--- config.mk ---
export PLATFORM = sky130hd
export DESIGN_NAME = sgmd_fifo
export DESIGN_NICKNAME = d
export VERILOG_FILES = /design/src/design/sgmd_pkg.sv /design/src/design/sgmd_fifo.sv
export SDC_FILE = /design/constraint.sdc
export NUM_CORES = 1
export LEC_CHECK = 0
export ABC_AREA = 1
export BUFFER_PORTS_ARGS = -buffer_cell sky130_fd_sc_hd__buf_2
export CORE_AREA = 8 8 108 110
export CTS_CLUSTER_DIAMETER = 120
export DETAILED_ROUTE_END_ITERATION = 16
export DIE_AREA = 0 0 116 118
export PLACE_DENSITY_LB_ADDON = 0.12
export SLEW_MARGIN = 20
export SYNTH_ARGS = -nofsm -noshare
export SYNTH_HDL_FRONTEND = slang
export SYNTH_SLANG_ARGS = --single-unit
--- constraint.sdc ---
create_clock -name clk -period 4.75 [get_ports clk]
set_input_delay 0 -clock clk [delete_from_list [all_inputs] [get_ports clk]]
set_output_delay 0 -clock clk [all_outputs]
set_load 0.02 [all_outputs]
--- src/design/sgmd_pkg.sv ---
// ----------------------------------------------------------------------------
// sgmd_pkg
// Shared types, register indexes and constants of the Sobel gradient block.
// ----------------------------------------------------------------------------
package sgmd_pkg;

    localparam int PIX_W  = 8;
    localparam int GRAD_W = 11;
    localparam int CFG_W  = 12;
    localparam int DZ_W   = 10;
    localparam int IDX_W  = 2;
    localparam int SQ_W   = 17;
    localparam int ROOT_W = 9;
    localparam int QUEUE_DEPTH = 4;

    localparam logic [IDX_W-1:0] REG_FRAME_WIDTH  = 2'd0;
    localparam logic [IDX_W-1:0] REG_FRAME_HEIGHT = 2'd1;
    localparam logic [IDX_W-1:0] REG_DEAD_ZONE    = 2'd2;

    localparam logic [CFG_W-1:0] WIDTH_RESET  = 12'd640;
    localparam logic [CFG_W-1:0] HEIGHT_RESET = 12'd480;
    localparam logic [DZ_W-1:0]  DZ_RESET     = 10'd19;

    localparam logic [PIX_W-1:0] CLAMP_MAX = 8'd255;
    localparam logic [PIX_W-1:0] DIR_HALF  = 8'd127;
    localparam logic [31:0]      HALF_TURN = 32'h8000_0000;

    typedef struct packed {
        logic [CFG_W-1:0] frame_width;
        logic [CFG_W-1:0] frame_height;
        logic [DZ_W-1:0]  dead_zone;
    } cfg_t;

    typedef struct packed {
        logic signed [GRAD_W-1:0] gx;
        logic signed [GRAD_W-1:0] gy;
        logic                     frame_end;
        logic                     run_last;
    } grad_t;

    typedef enum logic [1:0] {
        F_IDLE,
        F_READ,
        F_EMIT
    } front_state_t;

    typedef enum logic [2:0] {
        B_IDLE,
        B_SQUARE,
        B_ITER,
        B_SCALE,
        B_OUT
    } back_state_t;

    // atan(2^-i) in turns, one turn = 2^32
    function automatic logic [31:0] atan_turns(input logic [4:0] i);
        logic [31:0] v;
        case (i)
            5'd0:    v = 32'd536870912;
            5'd1:    v = 32'd316933406;
            5'd2:    v = 32'd167458907;
            5'd3:    v = 32'd85004756;
            5'd4:    v = 32'd42667331;
            5'd5:    v = 32'd21354465;
            5'd6:    v = 32'd10679838;
            5'd7:    v = 32'd5340245;
            5'd8:    v = 32'd2670163;
            5'd9:    v = 32'd1335087;
            5'd10:   v = 32'd667544;
            5'd11:   v = 32'd333772;
            5'd12:   v = 32'd166886;
            5'd13:   v = 32'd83443;
            5'd14:   v = 32'd41722;
            5'd15:   v = 32'd20861;
            5'd16:   v = 32'd10430;
            5'd17:   v = 32'd5215;
            5'd18:   v = 32'd2608;
            5'd19:   v = 32'd1304;
            5'd20:   v = 32'd652;
            5'd21:   v = 32'd326;
            5'd22:   v = 32'd163;
            5'd23:   v = 32'd81;
            5'd24:   v = 32'd41;
            default: v = 32'd0;
        endcase
        return v;
    endfunction

endpackage

--- src/design/sgmd_fifo.sv ---
// ----------------------------------------------------------------------------
// sgmd_fifo
// Short queue of gradient jobs between the front and back parts.
// ----------------------------------------------------------------------------
module sgmd_fifo (
    input  logic           clk,
    input  logic           rst_n,
    input  logic           push,
    input  sgmd_pkg::grad_t push_data,
    output logic           full,
    input  logic           pop,
    output sgmd_pkg::grad_t pop_data,
    output logic           empty
);

    localparam int AW = $clog2(sgmd_pkg::QUEUE_DEPTH);

    sgmd_pkg::grad_t mem_reg [sgmd_pkg::QUEUE_DEPTH];
    logic [AW-1:0]   wr_ptr_reg;
    logic [AW-1:0]   rd_ptr_reg;
    logic [AW:0]     count_reg;

    assign full     = (count_reg == (AW+1)'(sgmd_pkg::QUEUE_DEPTH));
    assign empty    = (count_reg == '0);
    assign pop_data = mem_reg[rd_ptr_reg];

    always_ff @(posedge clk)
    begin
        if (push)
        begin
            mem_reg[wr_ptr_reg] <= push_data;
        end
    end

    always_ff @(posedge clk or negedge rst_n)
    begin
        if (!rst_n)
        begin
            wr_ptr_reg <= '0;
            rd_ptr_reg <= '0;
            count_reg  <= '0;
        end
        else
        begin
            if (push)
            begin
                wr_ptr_reg <= wr_ptr_reg + AW'(1);
            end
            if (pop)
            begin
                rd_ptr_reg <= rd_ptr_reg + AW'(1);
            end
            if (push && !pop)
            begin
                count_reg <= count_reg + (AW+1)'(1);
            end
            else if (pop && !push)
            begin
                count_reg <= count_reg - (AW+1)'(1);
            end
        end
    end

    a_no_overflow: assert property (@(posedge clk) disable iff (!rst_n) push |-> !full)
        else $error("queue push while full");
    a_no_underflow: assert property (@(posedge clk) disable iff (!rst_n) pop |-> !empty)
        else $error("queue pop while empty");
    a_count_up: assert property (@(posedge clk) disable iff (!rst_n)
        (push && !pop) |=> count_reg == $past(count_reg) + (AW+1)'(1))
        else $error("queue count did not advance");

endmodule

==> results.py <==
metrics = {
    "timing": {
        "setup_viol": 0,
        "grt_setup_unrepaired": "false",
        "skew_ps": 9.01,
        "timing.hold.ws_ps": 388,
        "final_hold_vio_count": 0,
        "min_clock_period_post_route_ps": 2520,
        "maxClockFrequency_ghz": 0.397,
        "slew_headroom": 0.274,
        "finalWorstSetupSlack_ps": 2230,
        "max_slew.worst_pin.slew_ps": 1090,
        "timing_max_transition_violations_final": 0,
        "setup_tns_ps": 0,
        "post_route_clock_period_utilization": 0.531,
    },
    "detailed_routing": {
        "avgRoutedWirePerCell_um": 14.6,
        "avgViaCountPerCell": 4.60,
        "initialDrtViolationCount": 134,
        "wirelength_um": 7910,
        "final_antenna_net_count": 0,
        "detailedRoute.firstPassIterationCount": 4,
        "route.vias.total": 2499,
        "remaining_drc_errors": 0,
    },
    "logic_synthesis": {
        "ys_async_sr_fraction": 0.0680,
        "synth_warnings": 0,
        "net_count_after_synthesis": 362,
        "synthTopCellsByArea": "sky130_fd_sc_hd__edfxtp_1 67%, sky130_fd_sc_hd__nand2_1 7.4%, sky130_fd_sc_hd__o211ai_2 5.5%, sky130_fd_sc_hd__inv_1 5.1%, sky130_fd_sc_hd__o211ai_1 5.0%",
        "synthMostInstantiatedCell": "sky130_fd_sc_hd__edfxtp_1",
        "synthesis.area_um2": 4320,
        "synth_top_area_share": 0.667,
        "post-synth-top-area-cell": "sky130_fd_sc_hd__edfxtp_1",
        "yosysUniqueCellTypes": 18,
        "synth-seq-cells": 103,
        "synth-seq-area-share": 0.707,
        "ys_dominant_reg_cell": "sky130_fd_sc_hd__edfxtp_1",
        "yosys-top-cells-count": "96 x sky130_fd_sc_hd__edfxtp_1, 85 x sky130_fd_sc_hd__nand2_1, 59 x sky130_fd_sc_hd__inv_1, 29 x sky130_fd_sc_hd__o211ai_1, 19 x sky130_fd_sc_hd__o211ai_2",
        "synthCells": 328,
        "syn_area_per_cell_um2": 13.2,
        "synth-edff-count": 96,
    },
    "global_routing": {
        "gr-total-overflow": 0,
        "via_count_of_the_first_global_routing_pass": 2547,
        "grt_start_max_net_pins": 99,
        "number_of_antenna_violations_at_the_first_check_in_global_routing": 0,
        "grt_first_pass_wirelength_um": 12800,
        "grt_resource_usage_total": 0.122,
    },
    "floorplan": {
        "io_pins": 54,
        "die_y_um": 118,
        "die_area_um2": 13700,
        "initial_core_util": 0.432,
        "core_area_um2": 10000,
        "die_width_um": 116,
        "row_count": 37,
    },
    "min_path": {
        "hold_path_cell_cnt": 3,
        "worst_hold_path.endpoint": "rd_ptr_reg[0]",
        "hp-class": "input port to register",
        "min_from": "pop",
    },
    "worst_setup_path": {
        "critPathArrivalTime_ps": 2520,
        "worst-r2r-setup-slack_ps": 2630,
        "reg2reg_to": "rd_ptr_reg[1]",
        "ff2ff_path_depth": 2,
        "r2r-start": "rd_ptr_reg[1]",
        "crit_path_start_kind": "register",
        "worstPathRequired_ps": 4750,
        "criticalPathCategory": "register to output port",
        "endpoint_kind": "output port",
        "critPathMaxFanout": 25,
    },
    "clock_network": {
        "cts_made_buffers": 9,
        "cts_sinks": 103,
        "tritoncts": "yes",
        "clock_insertion_delay_worst_skew_ps": 360,
        "htree_levels": 3,
        "worst_setup_hold_path_clk_slew_ps": 80,
        "post_cts_buffers": 0,
        "root_buffer": "sky130_fd_sc_hd__clkbuf_8",
        "cts_resized": 0,
        "ctsLongestPathBuffers": 2,
    },
    "placement": {
        "preCtsSetupSlack_ps": 2600,
        "placement.cell_area_um2": 4640,
        "post-dp-hpwl_um": 4520,
        "numPortBuffers": 53,
        "routabilityCongestion": 0.660,
    },
    "power_and_ir_drop": {
        "power_leakage_nw": 2.09,
        "power.total_mw": 2.89,
        "irDropWorstVdd_v": 0.000287,
        "total_power_density_per_cell_area_nw_per_um2": 568,
    },
    "layout": {
        "final_cell_area_um2": 5070,
        "largest_reg_flops": 96,
        "area.growth.synth_to_final_pct": 17.4,
        "n_antenna_cell": 0,
        "nets": 437,
        "layout-drive-gt1-share": 0.214,
    },
    "run_status": {
        "outcome": "finished, final reports clean",
    },
    "job": {
        "drv.max_cap_violation_count": 0,
    },
}
-- worst max-delay path: stages, from the launching register on --
cell and delay (ps):
sky130_fd_sc_hd__dfrtp_1 1070, sky130_fd_sc_hd__inv_2 600, sky130_fd_sc_hd__o211ai_1 250, sky130_fd_sc_hd__nand2_1 80, sky130_fd_sc_hd__buf_2 160
-- how the worst max path moves through the flow --
stage,endpoint,startpoint,slack (ps),cells after the start
final,pop_data[10],rd_ptr_reg[1],2230,4
after global routing,pop_data[21],rd_ptr_reg[1],1990,4
after CTS,pop_data[10],rd_ptr_reg[1],2200,4
after detailed placement,pop_data[10],rd_ptr_reg[1],2600,4
after global placement,pop_data[20],rd_ptr_reg[1],2610,4
after floorplan,mem_reg[0][0],wr_ptr_reg[0],3220,4
-- metal layers --
| metal | GRT usage | share of wire | up-vias |
|---|---|---|---|
| li1 | - | - | 1260 |
| met1 | 0.154 | 0.46 | 1189 |
| met5 | 0 | 0 | - |
| met2 | 0.193 | 0.48 | 40 |
| met4 | 0.0633 | 0.019 | 0 |
| met3 | 0.0257 | 0.044 | 10 |
-- layout make-up --
cell class              instances  area [um^2]
well taps                     136          170
inverters                      60          225
multi-input cells             148          918
flip-flops and latches        103         3060
clock inverters                 5         26.3
repair buffers                 81          546
clock buffers                  10          128
fillers                       909         4920
-- what timing repair did --
action / CTS / global route
hold buffers: 28 / 0
endpoints found under the setup margin: 0 / 0
hold endpoints to repair: 107 / 0
-- cells by family after synthesis --
| kind of cell | synth area share |
|---|---|
| simple gates | 0.0787 |
| flops | 0.707 |
| compound gates | 0.107 |
| fa+ha+maj | 0.0191 |
| xor+xnor | 0.00811 |
| buf+inv | 0.0802 |
-- power by group --
part / total [mW] / internal [mW] / leakage, nW / switching (mW)
combinational: 0.995 / 0.359 / 1.05 / 0.637
clock: 0.464 / 0.184 / 0.0810 / 0.280
sequential: 1.43 / 1.20 / 0.964 / 0.230
total: 2.88 / 1.74 / 2.09 / 1.15
-- through the flow --
step / util / std cells
4_1_cts: 0.508 / 543
3_3_place_gp: 0.464 / 500
5_1_grt: 0.508 / 543
2_1_floorplan: - / 328
6_report: 0.508 / 543
3_5_place_dp: 0.464 / 500
-- layout by cell type (no fill, tap or decap), drive strengths merged, types with 3 or more instances in the layout --
| cell type | n |
|---|---|
| edfxtp | 96 |
| nand2 | 85 |
| inv | 59 |
| buf | 53 |
| o211ai | 48 |
| dlygate4sd3 | 28 |
| clkbuf | 10 |
| dfrtp | 7 |
| clkinv | 6 |
| ha | 5 |
| xor2 | 3 |
No activity file was read; power rests on OpenSTA's default activity.
