File: config.mk
export PLATFORM = sky130hd
export DESIGN_NAME = sgmd_back_flat
export DESIGN_NICKNAME = d
export VERILOG_FILES = /design/src/design/sgmd_pkg.sv /design/src/design/sgmd_result_if.sv /design/src/design/sgmd_back.sv /design/src/flat_wrapper.sv
export SDC_FILE = /design/constraint.sdc
export NUM_CORES = 1
export LEC_CHECK = 0
export BUFFER_PORTS_ARGS = -buffer_cell sky130_fd_sc_hd__buf_2
export CORE_AREA = 2 2 205 207
export CTS_CLUSTER_SIZE = 28
export DETAILED_ROUTE_END_ITERATION = 12
export DIE_AREA = 0 0 207 209
export PLACE_DENSITY = 0.79
export SYNTH_ARGS = -nofsm -noshare
export SYNTH_HDL_FRONTEND = slang
export SYNTH_SLANG_ARGS = --single-unit
File: constraint.sdc
create_clock -name clk -period 20.8 [get_ports clk]
set_input_delay 4.16 -clock clk [delete_from_list [all_inputs] [get_ports clk]]
set_output_delay 4.16 -clock clk [all_outputs]
set_load 0.02 [all_outputs]
File: src/design/sgmd_pkg.sv
// ----------------------------------------------------------------------------
// sgmd_pkg
// Shared types, register indexes and constants of the Sobel gradient block.
// ----------------------------------------------------------------------------
package sgmd_pkg;

    localparam int PIX_W  = 8;
    localparam int GRAD_W = 11;
    localparam int CFG_W  = 12;
    localparam int DZ_W   = 10;
    localparam int IDX_W  = 2;
    localparam int SQ_W   = 17;
    localparam int ROOT_W = 9;
    localparam int QUEUE_DEPTH = 4;

    localparam logic [IDX_W-1:0] REG_FRAME_WIDTH  = 2'd0;
    localparam logic [IDX_W-1:0] REG_FRAME_HEIGHT = 2'd1;
    localparam logic [IDX_W-1:0] REG_DEAD_ZONE    = 2'd2;

    localparam logic [CFG_W-1:0] WIDTH_RESET  = 12'd640;
    localparam logic [CFG_W-1:0] HEIGHT_RESET = 12'd480;
    localparam logic [DZ_W-1:0]  DZ_RESET     = 10'd19;

    localparam logic [PIX_W-1:0] CLAMP_MAX = 8'd255;
    localparam logic [PIX_W-1:0] DIR_HALF  = 8'd127;
    localparam logic [31:0]      HALF_TURN = 32'h8000_0000;

    typedef struct packed {
        logic [CFG_W-1:0] frame_width;
        logic [CFG_W-1:0] frame_height;
        logic [DZ_W-1:0]  dead_zone;
    } cfg_t;

    typedef struct packed {
        logic signed [GRAD_W-1:0] gx;
        logic signed [GRAD_W-1:0] gy;
        logic                     frame_end;
        logic                     run_last;
    } grad_t;

    typedef enum logic [1:0] {
        F_IDLE,
        F_READ,
        F_EMIT
    } front_state_t;

    typedef enum logic [2:0] {
        B_IDLE,
        B_SQUARE,
        B_ITER,
        B_SCALE,
        B_OUT
    } back_state_t;

    // atan(2^-i) in turns, one turn = 2^32
    function automatic logic [31:0] atan_turns(input logic [4:0] i);
        logic [31:0] v;
        case (i)
            5'd0:    v = 32'd536870912;
            5'd1:    v = 32'd316933406;
            5'd2:    v = 32'd167458907;
            5'd3:    v = 32'd85004756;
            5'd4:    v = 32'd42667331;
            5'd5:    v = 32'd21354465;
            5'd6:    v = 32'd10679838;
            5'd7:    v = 32'd5340245;
            5'd8:    v = 32'd2670163;
            5'd9:    v = 32'd1335087;
            5'd10:   v = 32'd667544;
            5'd11:   v = 32'd333772;
            5'd12:   v = 32'd166886;
            5'd13:   v = 32'd83443;
            5'd14:   v = 32'd41722;
            5'd15:   v = 32'd20861;
            5'd16:   v = 32'd10430;
            5'd17:   v = 32'd5215;
            5'd18:   v = 32'd2608;
            5'd19:   v = 32'd1304;
            5'd20:   v = 32'd652;
            5'd21:   v = 32'd326;
            5'd22:   v = 32'd163;
            5'd23:   v = 32'd81;
            5'd24:   v = 32'd41;
            default: v = 32'd0;
        endcase
        return v;
    endfunction

endpackage

File: src/design/sgmd_result_if.sv
// ----------------------------------------------------------------------------
// sgmd_result_if
// Result channel: valid/ready with gradient, magnitude and direction fields.
// ----------------------------------------------------------------------------
interface sgmd_result_if;
    logic       valid;
    logic       ready;
    logic [7:0] grad_x_abs;
    logic [7:0] grad_y_abs;
    logic [7:0] magnitude;
    logic [7:0] direction_code;
    logic       frame_end;
    logic       run_last;

    modport source (output valid, output grad_x_abs, output grad_y_abs, output magnitude,
                    output direction_code, output frame_end, output run_last, input ready);
    modport sink   (input valid, input grad_x_abs, input grad_y_abs, input magnitude,
                    input direction_code, input frame_end, input run_last, output ready);
endinterface

File: src/design/sgmd_back.sv
// ----------------------------------------------------------------------------
// sgmd_back
// Turns queued Sobel sums into clamped gradients, magnitude and direction
// using an iterative CORDIC and a bitwise square root.
// ----------------------------------------------------------------------------
module sgmd_back #(
    parameter int ANGLE_FRAC_BITS = 16
) (
    input  logic            clk,
    input  logic            rst_n,
    input  logic [9:0]      dead_zone,
    input  logic            empty,
    input  sgmd_pkg::grad_t pop_data,
    output logic            pop,
    sgmd_result_if.source   result
);

    localparam int XW = 13 + ANGLE_FRAC_BITS;
    localparam int SW = $clog2(ANGLE_FRAC_BITS);

    sgmd_pkg::back_state_t state_reg, state_next;
    logic [7:0]           ax_reg, ay_reg;
    logic [16:0]          sq_reg;
    logic [8:0]           root_reg;
    logic signed [XW-1:0] x_reg, y_reg;
    logic [31:0]          z_reg;
    logic [SW-1:0]        step_reg;
    logic                 dead_reg, gyz_reg, gxneg_reg, fe_reg, last_reg;
    logic [7:0]           out_gx_reg, out_gy_reg, out_mag_reg, out_dir_reg;
    logic                 out_fe_reg, out_last_reg;

    logic [10:0]          abs_x, abs_y;
    logic signed [11:0]   dzs, gx12, gy12;
    logic signed [XW-1:0] x_init, y_init, x_sh, y_sh;
    logic [3:0]           bit_idx;
    logic [8:0]           trial;
    logic [17:0]          trial_sq;
    logic [ANGLE_FRAC_BITS-1:0]   theta;
    logic [ANGLE_FRAC_BITS+7:0]   theta_prod;
    logic [7:0]           dir_code;

    assign result.valid          = (state_reg == sgmd_pkg::B_OUT);
    assign result.grad_x_abs     = out_gx_reg;
    assign result.grad_y_abs     = out_gy_reg;
    assign result.magnitude      = out_mag_reg;
    assign result.direction_code = out_dir_reg;
    assign result.frame_end      = out_fe_reg;
    assign result.run_last       = out_last_reg;

    always_comb
    begin
        abs_x  = pop_data.gx[10] ? 11'(-pop_data.gx) : pop_data.gx;
        abs_y  = pop_data.gy[10] ? 11'(-pop_data.gy) : pop_data.gy;
        dzs    = $signed({2'b0, dead_zone});
        gx12   = 12'(pop_data.gx);
        gy12   = 12'(pop_data.gy);
        x_init = pop_data.gx[10] ? XW'(-gx12) : XW'(gx12);
        y_init = pop_data.gx[10] ? XW'(-gy12) : XW'(gy12);
        x_sh   = x_reg >>> step_reg;
        y_sh   = y_reg >>> step_reg;
        bit_idx  = 4'd8 - 4'(step_reg);
        trial    = root_reg | (9'd1 << bit_idx);
        trial_sq = trial * trial;
        theta      = z_reg[31 -: ANGLE_FRAC_BITS];
        theta_prod = theta * 8'd255;
        dir_code   = theta_prod[ANGLE_FRAC_BITS +: 8];
    end

    always_comb
    begin
        state_next = state_reg;
        pop        = 1'b0;
        case (state_reg)
            sgmd_pkg::B_IDLE:
            begin
                if (!empty)
                begin
                    pop        = 1'b1;
                    state_next = sgmd_pkg::B_SQUARE;
                end
            end
            sgmd_pkg::B_SQUARE:
            begin
                state_next = sgmd_pkg::B_ITER;
            end
            sgmd_pkg::B_ITER:
            begin
                if (step_reg == SW'(ANGLE_FRAC_BITS - 1))
                begin
                    state_next = sgmd_pkg::B_SCALE;
                end
            end
            sgmd_pkg::B_SCALE:
            begin
                state_next = sgmd_pkg::B_OUT;
            end
            sgmd_pkg::B_OUT:
            begin
                if (result.ready)
                begin
                    state_next = sgmd_pkg::B_IDLE;
                end
            end
            default:
            begin
                state_next = sgmd_pkg::B_IDLE;
            end
        endcase
    end

    always_ff @(posedge clk)
    begin
        case (state_reg)
            sgmd_pkg::B_IDLE:
            begin
                ax_reg    <= (abs_x > 11'd255) ? sgmd_pkg::CLAMP_MAX : abs_x[7:0];
                ay_reg    <= (abs_y > 11'd255) ? sgmd_pkg::CLAMP_MAX : abs_y[7:0];
                dead_reg  <= (gx12 < dzs) && (gx12 > -dzs) && (gy12 < dzs) && (gy12 > -dzs);
                gyz_reg   <= (pop_data.gy == '0);
                gxneg_reg <= pop_data.gx[10];
                fe_reg    <= pop_data.frame_end;
                last_reg  <= pop_data.run_last;
                x_reg     <= x_init <<< ANGLE_FRAC_BITS;
                y_reg     <= y_init <<< ANGLE_FRAC_BITS;
                z_reg     <= pop_data.gx[10] ? sgmd_pkg::HALF_TURN : '0;
            end
            sgmd_pkg::B_SQUARE:
            begin
                sq_reg   <= ({9'b0, ax_reg} * {9'b0, ax_reg})
                          + ({9'b0, ay_reg} * {9'b0, ay_reg});
                root_reg <= '0;
                step_reg <= '0;
            end
            sgmd_pkg::B_ITER:
            begin
                if (y_reg > 0)
                begin
                    x_reg <= x_reg + y_sh;
                    y_reg <= y_reg - x_sh;
                    z_reg <= z_reg + sgmd_pkg::atan_turns(5'(step_reg));
                end
                else
                begin
                    x_reg <= x_reg - y_sh;
                    y_reg <= y_reg + x_sh;
                    z_reg <= z_reg - sgmd_pkg::atan_turns(5'(step_reg));
                end
                if ((step_reg < SW'(9)) && (trial_sq <= {1'b0, sq_reg}))
                begin
                    root_reg <= trial;
                end
                step_reg <= step_reg + SW'(1);
            end
            sgmd_pkg::B_SCALE:
            begin
                out_gx_reg   <= ax_reg;
                out_gy_reg   <= ay_reg;
                out_mag_reg  <= (root_reg > 9'd255) ? sgmd_pkg::CLAMP_MAX : root_reg[7:0];
                out_fe_reg   <= fe_reg;
                out_last_reg <= last_reg;
                if (dead_reg)
                begin
                    out_dir_reg <= '0;
                end
                else if (gyz_reg)
                begin
                    out_dir_reg <= gxneg_reg ? sgmd_pkg::DIR_HALF : '0;
                end
                else
                begin
                    out_dir_reg <= dir_code;
                end
            end
            default:
            begin
            end
        endcase
    end

    always_ff @(posedge clk or negedge rst_n)
    begin
        if (!rst_n)
        begin
            state_reg <= sgmd_pkg::B_IDLE;
        end
        else
        begin
            state_reg <= state_next;
        end
    end

endmodule

File: src/flat_wrapper.sv
// flat-port wrapper written by rule: the top's interface ports become plain ports
module sgmd_back_flat 
#(
    parameter int ANGLE_FRAC_BITS = 16
)
  (clk, rst_n, dead_zone, empty, pop_data, pop, result_valid, result_grad_x_abs, result_grad_y_abs, result_magnitude, result_direction_code, result_frame_end, result_run_last, result_ready);
  sgmd_result_if result_i ();
  input  logic clk;
  input  logic rst_n;
  input  logic [9:0] dead_zone;
  input  logic empty;
  input  sgmd_pkg::grad_t pop_data;
  output logic pop;
  output wire logic [$bits(result_i.valid)-1:0] result_valid;
  output wire logic [$bits(result_i.grad_x_abs)-1:0] result_grad_x_abs;
  output wire logic [$bits(result_i.grad_y_abs)-1:0] result_grad_y_abs;
  output wire logic [$bits(result_i.magnitude)-1:0] result_magnitude;
  output wire logic [$bits(result_i.direction_code)-1:0] result_direction_code;
  output wire logic [$bits(result_i.frame_end)-1:0] result_frame_end;
  output wire logic [$bits(result_i.run_last)-1:0] result_run_last;
  input wire logic [$bits(result_i.ready)-1:0] result_ready;
  assign result_valid = result_i.valid;
  assign result_grad_x_abs = result_i.grad_x_abs;
  assign result_grad_y_abs = result_i.grad_y_abs;
  assign result_magnitude = result_i.magnitude;
  assign result_direction_code = result_i.direction_code;
  assign result_frame_end = result_i.frame_end;
  assign result_run_last = result_i.run_last;
  assign result_i.ready = result_ready;
  sgmd_back #(.ANGLE_FRAC_BITS(ANGLE_FRAC_BITS)) u_core (.clk(clk), .rst_n(rst_n), .dead_zone(dead_zone), .empty(empty), .pop_data(pop_data), .pop(pop), .result(result_i));
endmodule
==> metrics.yaml <==
finish:
  syn_to_final_growth_pct: 6.27
  fillers: 3226
  antenna_cells: 0
  drive_above_1_share_pct: 8.26
  fin_nets: 3377
routing:
  dr.pass1.iters: 5
  ant_nets: 0
  vias: 20978
  drc: 0
  via_per_inst: 6.13
  wl_per_cell_um: 18.2
  drt_iter0_markers: 1452
  routed_wl_um: 62400
floorplanning:
  dieArea_mm2: 0.0433
  core_mm2: 0.0413
  rows: 75
  die_w_um: 207
  start_util_pct: 63.9
  chipHeight_um: 209
  ios: 74
placement:
  preCtsSetupSlack_ps: 12010
  place_congestion: 0.947
  hpwl_um: 48200
  io_buffer_count: 73
global_route:
  grt_pass1_vias: 21359
  grt_pass1_wl_um: 104000
  grt.overflow.total: 0
  grt_max_degree: 76
  grt_use_total_pct: 29.0
  grt_use_met3_pct: 3.61
  antenna_found_initial: 1
  met1_usage_pct: 38.2
  use_met2_pct: 49.3
  busiest_layer: "met2"
setup_path:
  max_stage_delay_ps: 790
  critPathSlowestCell: "a21oi_1"
  startpoint_type: "flop"
  r2r_end: "u_core.root_reg[0]"
  crit_type: "flop to flop"
  cpMostUsedCell: "inv_1"
  ff2ff_setup_slack_ps: 11860
  worstPathArrival_ps: 9160
  end_kind: "flop"
  reg2reg_from: "u_core.step_reg[3]"
  cp.required_ps: 21020
  path_max_fanout: 69
  rr_worst_depth: 32
clocking:
  clk_latency_ps: 560
  htreeDepth: 1
  clockBufferDepth: 3
  cts_setup_buffers: 0
  cts_hold_buf: 0
  clkTransAtPathRegs_ps: 60
  cts-root-buf: "clkbuf_16"
  cts_inserted_buffers: 26
  clkSinkCount: 208
  post_cts_resized: 0
  cts_tree: "built"
yosys:
  syn-num-nets: 3352
  syn_inst: 2838
  synth_cell_types: 85
  synth_edf_count: 175
  ys_ff_latch: 208
  yosys_warnings: 0
  synth_area_per_cell_um2: 9.29
  ys.flop_type: "edfxtp_1"
  async_reset_ff_share_pct: 1.44
  synth-seq-area-share_pct: 22.5
  synth_area_mm2: 0.0264
timing:
  rsz0062_at_grt: "no"
  final.period_utilization_pct: 43.0
  fin_ws_ps: 11860
  worst_slew_pin_slew_ps: 1110
  fmax_ghz: 0.112
  setup_viol: 0
  finalSetupTns_ps: 0
  hold_viol_final: 0
  layout_min_cycle_time_ps: 8940
  finalClockSkew_ps: 25.1
  maxSlewHeadroom_pct: 25.0
  report.final.slew_viol_count: 0
status:
  status: "completed"
worst_hold_path:
  hold-path-cell-count: 0
  hp-start: "u_core.fe_reg"
  min_to: "u_core.result.frame_end"
  hold_path.class: "flop to flop"
job:
  maxCapViolCount: 0
## per-layer routing
metal | share of wire [%] | wire length [um]
met2 | 48 | 29700
met5 | 0.021 | 13
met3 | 6.1 | 3780
met1 | 43 | 26800
met4 | 3.4 | 2140
## synth_stat cells, drive strengths merged, types with 35 or more instances
cell	n	share of area (%)
mux4	53	4.8
edfxtp	175	20
fa	182	14
o21ai	149	2.8
inv	334	4.8
xor2	93	3.1
nand2	228	3.2
nor3	55	1.0
and2	48	1.1
ha	294	14
a21o	50	1.4
a21oi	174	3.3
o21a	35	1.0
mux2i	43	1.6
nor2	224	3.2
xnor2	131	4.4
clkbuf	59	0.84
## cell type report
| cell class | count | area (um^2) | share of cell area (%) |
|---|---|---|---|
| multi-input combinational | 2201 | 18800 | 67.0 |
| sequential | 208 | 5930 | 21.2 |
| inverter | 336 | 1260 | 4.50 |
| clock buffer | 33 | 738 | 2.63 |
| tap | 539 | 674 | 2.41 |
| timing repair buffer | 90 | 493 | 1.76 |
| clock inverter | 15 | 145 | 0.518 |
## worst max path at each step
stage,from,end,slack (ps),cells past startpoint
after global placement,empty,pop,12040,3
after CTS,u_core.step_reg[3],u_core.root_reg[0],11970,32
after floorplan,empty,pop,11850,1
after detailed placement,empty,pop,12010,3
final,u_core.step_reg[3],u_core.root_reg[0],11860,32
after global routing,u_core.step_reg[3],u_core.root_reg[0],11290,32
## placed cells by master (no fill, tap or decap), types with 43 or more instances in the layout
master,n
a21o_1,50
a21oi_1,174
and2_1,48
buf_2,73
edfxtp_1,175
fa_1,182
ha_1,294
inv_1,333
mux2i_1,43
nand2_1,227
nor2_1,221
nor3_1,54
o21ai_0,146
xnor2_1,131
xor2_1,93
## per-stage QoR
step | utilization (%) | hold slack, ps | area [um^2] | std cells
finish | 67.9 | 409 | 28000 | 3422
global route | 67.9 | 417 | 28000 | 3422
CTS | 67.9 | 410 | 28000 | 3422
detailed placement | 65.7 | 405 | 27100 | 3374
global placement | 65.7 | 404 | 27100 | 3374
floorplan | - | 400 | 26400 | 2838
## cells by family (layout without fill, tap and decap cells)
group | Yosys count | count (layout) | share of synthesized area [%]
AND/OR/NAND/NOR | 789 | 789 | 14.3
buffers and inverters | 429 | 474 | 6.42
multiplexers | 122 | 122 | 7.55
AO/OA/AOI/OAI | 590 | 590 | 14.0
adder cells (fa/ha/maj) | 476 | 476 | 27.8
XOR/XNOR | 224 | 224 | 7.44
flip-flops | 208 | 208 | 22.5
## worst max-delay path, delay by kind of cell, from the launching register on
| family | cells | cell delay, ps |
|---|---|---|
| and+or+nand+nor | 6 | 730 |
| adders and majority gates | 6 | 2450 |
| xor gates and xnor gates | 2 | 640 |
| DFF | 1 | 330 |
| AOI/OAI and AO/OA | 12 | 2830 |
| buffers and inverters | 6 | 1630 |
Power is left out: the tool's default activity adds up to more than one toggle a clock period on the data nets, which glitch-free logic cannot reach.
